File: config.mk
export PLATFORM = sky130hd
export DESIGN_NAME = lpgc_ctrl
export DESIGN_NICKNAME = d
export VERILOG_FILES = /design/src/rtl/lpgc_pkg.sv /design/src/rtl/lpgc_ctrl.sv
export SDC_FILE = /design/constraint.sdc
export NUM_CORES = 1
export LEC_CHECK = 0
export CAP_MARGIN = 25
export CORE_MARGIN = 3
export CORE_UTILIZATION = 27
export DETAILED_ROUTE_END_ITERATION = 16
export DONT_BUFFER_PORTS = 1
export PLACE_DENSITY = 0.5
export SYNTH_ARGS = -nofsm -noshare
export SYNTH_HDL_FRONTEND = slang
export SYNTH_SLANG_ARGS = --single-unit
File: constraint.sdc
create_clock -name aclk -period 2.2 [get_ports aclk]
set_clock_uncertainty 0.15 [all_clocks]
set_input_delay 0.44 -clock aclk [delete_from_list [all_inputs] [get_ports aclk]]
set_output_delay 0.44 -clock aclk [all_outputs]
set_load 0.02 [all_outputs]
File: src/rtl/lpgc_pkg.sv
// lpgc_pkg: shared constants, result codes and the command/status structs
// of the linear-probing group counter. No dependencies.
`timescale 1ns / 1ps

package lpgc_pkg;

    localparam int TABLE_DEPTH_DEF = 1024;
    localparam int KEY_WIDTH_DEF   = 32;

    localparam int KEY_IN_W   = 32;   // group_key field
    localparam int COUNT_W    = 32;   // group_count field
    localparam int SLOT_OUT_W = 10;   // slot_index field
    localparam int CFG_W      = 11;   // slots_in_use register
    localparam int M_TDATA_W  = 48;
    localparam int M_TUSER_W  = 3;

    localparam logic [CFG_W-1:0]   CFG_RESET = 11'd1024;
    localparam logic [COUNT_W-1:0] COUNT_MAX = '1;

    // remainder bits resolved per cycle by the hash unit
    localparam int MOD_STEP   = 4;
    localparam int MOD_CYCLES = KEY_IN_W / MOD_STEP;

    typedef enum logic [1:0] {
        ST_OK       = 2'd0,
        ST_FULL     = 2'd1,
        ST_KEY_ZERO = 2'd2
    } status_t;

    typedef struct packed {
        logic clear;     // write one zero word of the clearing sweep
        logic load;      // capture an accepted item
        logic mod_step;  // one step of the hash remainder
        logic check;     // evaluate the slot word just read
        logic out_load;  // move the result into the output register
    } lpgc_cmd_t;

    typedef struct packed {
        logic clr_last;
        logic key_in_zero;
        logic mod_last;
        logic found;       // slot holds the key or is empty
        logic probe_last;  // every active slot has been probed
        logic out_free;
    } lpgc_sts_t;

endpackage

File: src/rtl/lpgc_ctrl.sv
// lpgc_ctrl: sequencer for clearing, hashing, probing and result hand-off.
// Depends on lpgc_pkg; drives lpgc_datapath through lpgc_cmd_t.
`timescale 1ns / 1ps

module lpgc_ctrl
    import lpgc_pkg::*;
(
    input  logic      aclk,
    input  logic      aresetn,
    input  logic      s_tvalid,
    output logic      s_tready,
    input  lpgc_sts_t sts,
    output lpgc_cmd_t cmd
);

    typedef enum logic [5:0] {
        S_CLEAR  = 6'b000001,
        S_IDLE   = 6'b000010,
        S_MOD    = 6'b000100,
        S_READ   = 6'b001000,
        S_CHECK  = 6'b010000,
        S_RESULT = 6'b100000
    } state_t;

    state_t state_reg, state_next;
    logic   accept;

    assign s_tready = (state_reg == S_IDLE);
    assign accept   = s_tvalid && s_tready;

    always_comb begin
        state_next   = state_reg;
        cmd          = '0;
        case (state_reg)
            S_CLEAR: begin
                cmd.clear = 1'b1;
                if (sts.clr_last) begin
                    state_next = S_IDLE;
                end
            end
            S_IDLE: begin
                if (accept) begin
                    cmd.load   = 1'b1;
                    state_next = sts.key_in_zero ? S_RESULT : S_MOD;
                end
            end
            S_MOD: begin
                cmd.mod_step = 1'b1;
                if (sts.mod_last) begin
                    state_next = S_READ;
                end
            end
            S_READ: begin
                state_next = S_CHECK;
            end
            S_CHECK: begin
                cmd.check  = 1'b1;
                state_next = (sts.found || sts.probe_last) ? S_RESULT : S_READ;
            end
            S_RESULT: begin
                if (sts.out_free) begin
                    cmd.out_load = 1'b1;
                    state_next   = S_IDLE;
                end
            end
            default: begin
                state_next = S_CLEAR;
            end
        endcase
    end

    always_ff @(posedge aclk) begin
        if (!aresetn) begin
            state_reg <= S_CLEAR;
        end else begin
            state_reg <= state_next;
        end
    end

    a_nonzero_hashes: assert property (@(posedge aclk) disable iff (!aresetn)
        (accept && !sts.key_in_zero) |=> (state_reg == S_MOD))
        else $error("nonzero key did not start the hash");

    a_read_then_check: assert property (@(posedge aclk) disable iff (!aresetn)
        (state_reg == S_READ) |=> (state_reg == S_CHECK))
        else $error("slot read not followed by check");

    a_result_handoff: assert property (@(posedge aclk) disable iff (!aresetn)
        (state_reg == S_RESULT && sts.out_free) |=> (state_reg == S_IDLE))
        else $error("result not handed off when output free");

endmodule

# --- Word-level counts from Yosys, hierarchy flattened ---
# Cells that the tools add are included.
# W data, S select, Z words.
totals:
  regBits: 6
  latchBits: 0
  mem_bits_rw: 0
  rom_bits: 0
  in_bits: 9
  output_inout_bits: 6
  wordCells: 28
  mem_count: 0
classes:
  n_addsub: 0
  mul: 0
  div: 0
  order_cmp: 0
  eq_ne: 10
  shifts: 0
  muxes: 14
  n_bitwise: 0
  reduce_logical: 3
ops:
  columns: ["operator", "n"]
  rows:
  - ["$mux W6", 6]
  - ["$pmux W6 S6", 1]
  - ["$mux W1", 7]
  - ["$eq A6 B1 Y1 const B", 1]
  - ["$eq A6 B2 Y1 const B", 1]
  - ["$eq A6 B3 Y1 const B", 1]
  - ["$eq A6 B4 Y1 const B", 1]
  - ["$eq A6 B5 Y1 const B", 1]
  - ["$eq A6 B6 Y1 const B", 1]
  - ["$ne A2 B2 Y1 const B", 3]
  - ["$reduce_and A4 Y1", 1]
  - ["$ne A2 B1 Y1 const B", 1]
  - ["$logic_and A1 B1 Y1", 1]
  - ["$logic_or A1 B1 Y1", 1]

# --- Longest topological paths before layout ---
depth:
  word_depth: 4
  mapped_depth: 4
  depth_no_buf: 4

# --- Worst setup path before layout ---
# Ideal clock, no wire load.
synth_path:
  path_type: "register -> output"
  from: "register state_reg[3]"
  to: "output cmd[3] (netlist bit)"
  t_arrival_ps: 1556
  required_time_ps: 1610
  path_slack_ps: 54
  path_stages_with_launch: 4
  n_path_buf: 0
  cell_sequence: "dfxtp_1 -> or4_4 -> nor3b_4 -> and2_1"
synth_rtl:
  columns: ["element", "line_no", "source"]
  rows:
  - ["from (decl)", "lpgc_ctrl.sv:25", "state_t state_reg, state_next;"]
  - ["from (signal assigned)", "lpgc_ctrl.sv:76", "state_reg <= state_next;"]
  - ["to (decl)", "lpgc_ctrl.sv:13", "output lpgc_cmd_t cmd"]

==> results summary <==
The library cell used most frequently in the layout, excluding fill and tap cells, is sky130_fd_sc_hd__buf_4. The tightest slew margin relative to the limit is 0.7720. The power per cell area is 893.1 nW/um^2. After floorplanning, the core was sized to cover 1399 sq um. The data arrival time at the worst-slack endpoint came out at 1.55 ns. Of the available clock period, the critical path in the final layout requires 0.9741. The post-DP HPWL came out at 756.3 microns. The count of mapped cells out of synthesis came out at 46. The leading area contributor after synthesis is sky130_fd_sc_hd__dfxtp_1. The sequential-to-total area share from yosys stat came out at 0.2791. The number of standard cells in the layout, taps in and fillers out is 70. The clock edge transition at the registers on the reported setup and hold paths came out at 0.05 ns. The TritonCTS buffer count came out at 3. The family with the most delay on the worst path is simple AND/OR/NAND/NOR gates. The final setup violation count came out at 0.

The number of nets produced by synthesis is 55. STA classifies the critical path endpoint as an output port. After synthesis, the mean cell area works out to 9.357 sq um.

The final worst-path setup slack came out at 0.05689 ns. The type of the worst setup path is reg2out. The top cell types in the final layout, fill and taps aside, are sky130_fd_sc_hd__buf_4, sky130_fd_sc_hd__dfxtp_1. By area the synthesized netlist is led by sky130_fd_sc_hd__dfxtp_1, sky130_fd_sc_hd__or4_4, sky130_fd_sc_hd__nor4b_4, sky130_fd_sc_hd__nor3b_4, sky130_fd_sc_hd__or3b_2.

The count of hold buffers inserted by post-cts repair is 0. The count of nets left with antenna violations after detail routing is 0. The slowest stage of the critical path is the sky130_fd_sc_hd__or4_4 cell.

Entering global routing, the biggest net connects 10 pins. The number of nets in the finished design came out at 66. The horizontal extent of the die came out at 45.93 microns. The die covers 2109 sq um. For this design the static power due to leakage is 0.1969 nW. The worst-case IR drop observed on VDD is 311.5 uV. Across all hold checks on the routed design, the worst slack comes to 0.1506 ns. In this run the clock root is driven by a sky130_fd_sc_hd__clkbuf_4. Once layout is complete, the utilization of the core stands at 0.3784.

The total DRC errors in the routed layout is 0. In this run the core area contains 13 standard-cell rows. For the final routed database, the setup TNS stands at 0 ns. Of the cells placed in the final design, the portion with a size suffix greater than 1 is 0.4182. The distinct cell type count of the synthesized netlist came out at 27.

The warning count from the yosys run came out at 0. At the worst endpoint, the required time is 1.61 ns. The number of diodes is 0. The maximum number of buffers from clock root to sink came out at 2. The growth of design area from synthesis to finish is 22.97%.

In this run the most critical hold path is launched from aresetn. The final critical-path required period came out at 2.143 ns. Of the post-synthesis cell area, the dominant cell type holds 0.2791. The critical path starts at state_reg[3]. STA classifies the critical path startpoint as a flip-flop. The H-tree level count is 1. The mean number of vias per cell is 5.500. The final RePlAce weighted congestion is 0.7556.

Setup repair after global routing left no endpoint under its margin. The final wirelength is 944 microns. After global routing the overflow that remains totals 0. The count of final max-slew check failures is 0. The path class of the tightest hold or removal check is in2reg. The highest achievable clock rate is 466.6 MHz.

The boundary pin count came out at 15. The number of detailed-route iterations in the first pass came out at 4. The synthesized area is 430.4 sq um.

In this run the tool buffered the top-level ports with 0 buffer cells. The worst setup timing slack at the placement stage is 0.2145 ns. The via count of the first global-routing pass came out at 351. The total of flip-flops plus latches after synthesis came out at 6. The total number of vias came out at 385. The clock insertion delay at the later pin of the skew report came out at 0.24 ns.

The flip-flop count of the largest register after layout came out at 6. The reported max-cap violation count is 0. The signal on the critical path passes through or4_4, nor3b_4, and2_4. At the pin with the least slew margin, the transition time is 0.3394 ns.

The run finished with clean final reports. The initial utilization of the core area, before any placement, comes to 0.3077. The number of buffer and inverter stages on the critical path came out at 0. The die span in y is 45.93 microns. The initial antenna violation count is 0.

The tree built by TritonCTS fans out to 6 sinks. The worst stage delay on the critical path is 0.58 ns. The biggest fanout along the worst timing path is 4. Across every metal layer, demand over resource in global routing totals 0.09968. The number of cells after detailed placement is 66.

The wire length of the first global-routing pass came out at 1.449 mm. The clock tree from TritonCTS is done. The startpoint of the worst-slack reg-to-reg timing path is state_reg[0]. In the final routed layout, each cell accounts on average for 13.49 microns. The iteration-0 DRC count of the detailed router came out at 12. The hold violation total from the final report came out at 0.
[Yosys cell counts]
cell	n
sky130_fd_sc_hd__dfxtp_1	6
sky130_fd_sc_hd__nor2_1	4
sky130_fd_sc_hd__nor3_1	3
sky130_fd_sc_hd__o21ai_0	3
sky130_fd_sc_hd__or4_4	3
sky130_fd_sc_hd__a21oi_1	2
sky130_fd_sc_hd__and2_1	2
sky130_fd_sc_hd__nand2b_1	2
sky130_fd_sc_hd__nor2b_1	2
sky130_fd_sc_hd__or3b_2	2
sky130_fd_sc_hd__a22o_1	1
sky130_fd_sc_hd__a31oi_1	1
sky130_fd_sc_hd__a32o_1	1
sky130_fd_sc_hd__and3b_1	1
sky130_fd_sc_hd__inv_1	1
sky130_fd_sc_hd__maj3_1	1
sky130_fd_sc_hd__nand2_1	1
sky130_fd_sc_hd__nand4bb_1	1
sky130_fd_sc_hd__nor3b_1	1
sky130_fd_sc_hd__nor3b_2	1
sky130_fd_sc_hd__nor3b_4	1
sky130_fd_sc_hd__nor4b_4	1
sky130_fd_sc_hd__o211a_1	1
sky130_fd_sc_hd__o31a_1	1
sky130_fd_sc_hd__or2_2	1
sky130_fd_sc_hd__or4_1	1
sky130_fd_sc_hd__xor2_1	1
[logic make-up after synthesis]
| kind of cell | count (synthesis) | share of synthesized area |
|---|---|---|
| buffers and inverters | 1 | 0.008713 |
| and+or+nand+nor | 27 | 0.5087 |
| xor gates and xnor gates | 1 | 0.02035 |
| DFF | 6 | 0.2791 |
| AOI/OAI and AO/OA | 10 | 0.1599 |
| adders and majority gates | 1 | 0.02326 |
[what timing repair did]
| action | in CTS | in global routing |
|---|---|---|
| endpoints found under the setup margin | 2 | 5 |
| buffers inserted | 0 | 1 |
| resized for setup | 4 | 2 |
| pin swaps | 0 | 4 |
[worst reg2reg max path, cell delays in order (launching register included)]
cell	delay, ns
sky130_fd_sc_hd__dfxtp_1	0.37
sky130_fd_sc_hd__or4_4	0.58
sky130_fd_sc_hd__buf_4	0.17
sky130_fd_sc_hd__nor4b_4	0.26
sky130_fd_sc_hd__nor3_1	0.12
sky130_fd_sc_hd__a32o_1	0.25
[through the flow]
step	instance area [sq um]	total power [W]
after global placement	486.7	0.0003647
final	529.3	0.0004727
after CTS	515.5	0.0004631
after global routing	529.3	0.0005102
after floorplan	430.4	0.0003095
after detailed placement	486.7	0.0003595
[path summary, 6_finish.rpt]
kind | cells after the start | slack (ns) | endpoint
setup / recovery | 3 | 0.06 | cmd[3]
setup reg to reg | 5 | 0.19 | state_reg[5]
hold / removal | 1 | 0.15 | state_reg[0]
hold reg to reg | 1 | 0.34 | state_reg[4]
[per-layer routing]
layer  share of wire  routed length, microns  vias up  GRT usage
li1                -                       -      197          -
met1            0.49                     464      172     0.1362
met2            0.41                     390       16     0.1291
met3           0.094                      89        0    0.05534
met4               0                       0        0    0.03409
met5               0                       0        -          0
[where the power goes]
group          switching, W  internal [W]  leakage [nW]
sequential        0.0000330      0.000126        0.0494
combinational      0.000103      0.000112         0.134
clock             0.0000376     0.0000616        0.0138
total              0.000173      0.000299         0.197
[final cells by class]
cell class	count	area (sq um)
Fill cell	147	869.6
Multi-Input combinational cell	39	317.8
Sequential cell	6	121.4
Timing Repair Buffer	6	45.04
Inverter	1	3.754
Clock buffer	3	22.52
Tap cell	15	18.77
(Power assumes the default switching activity.)
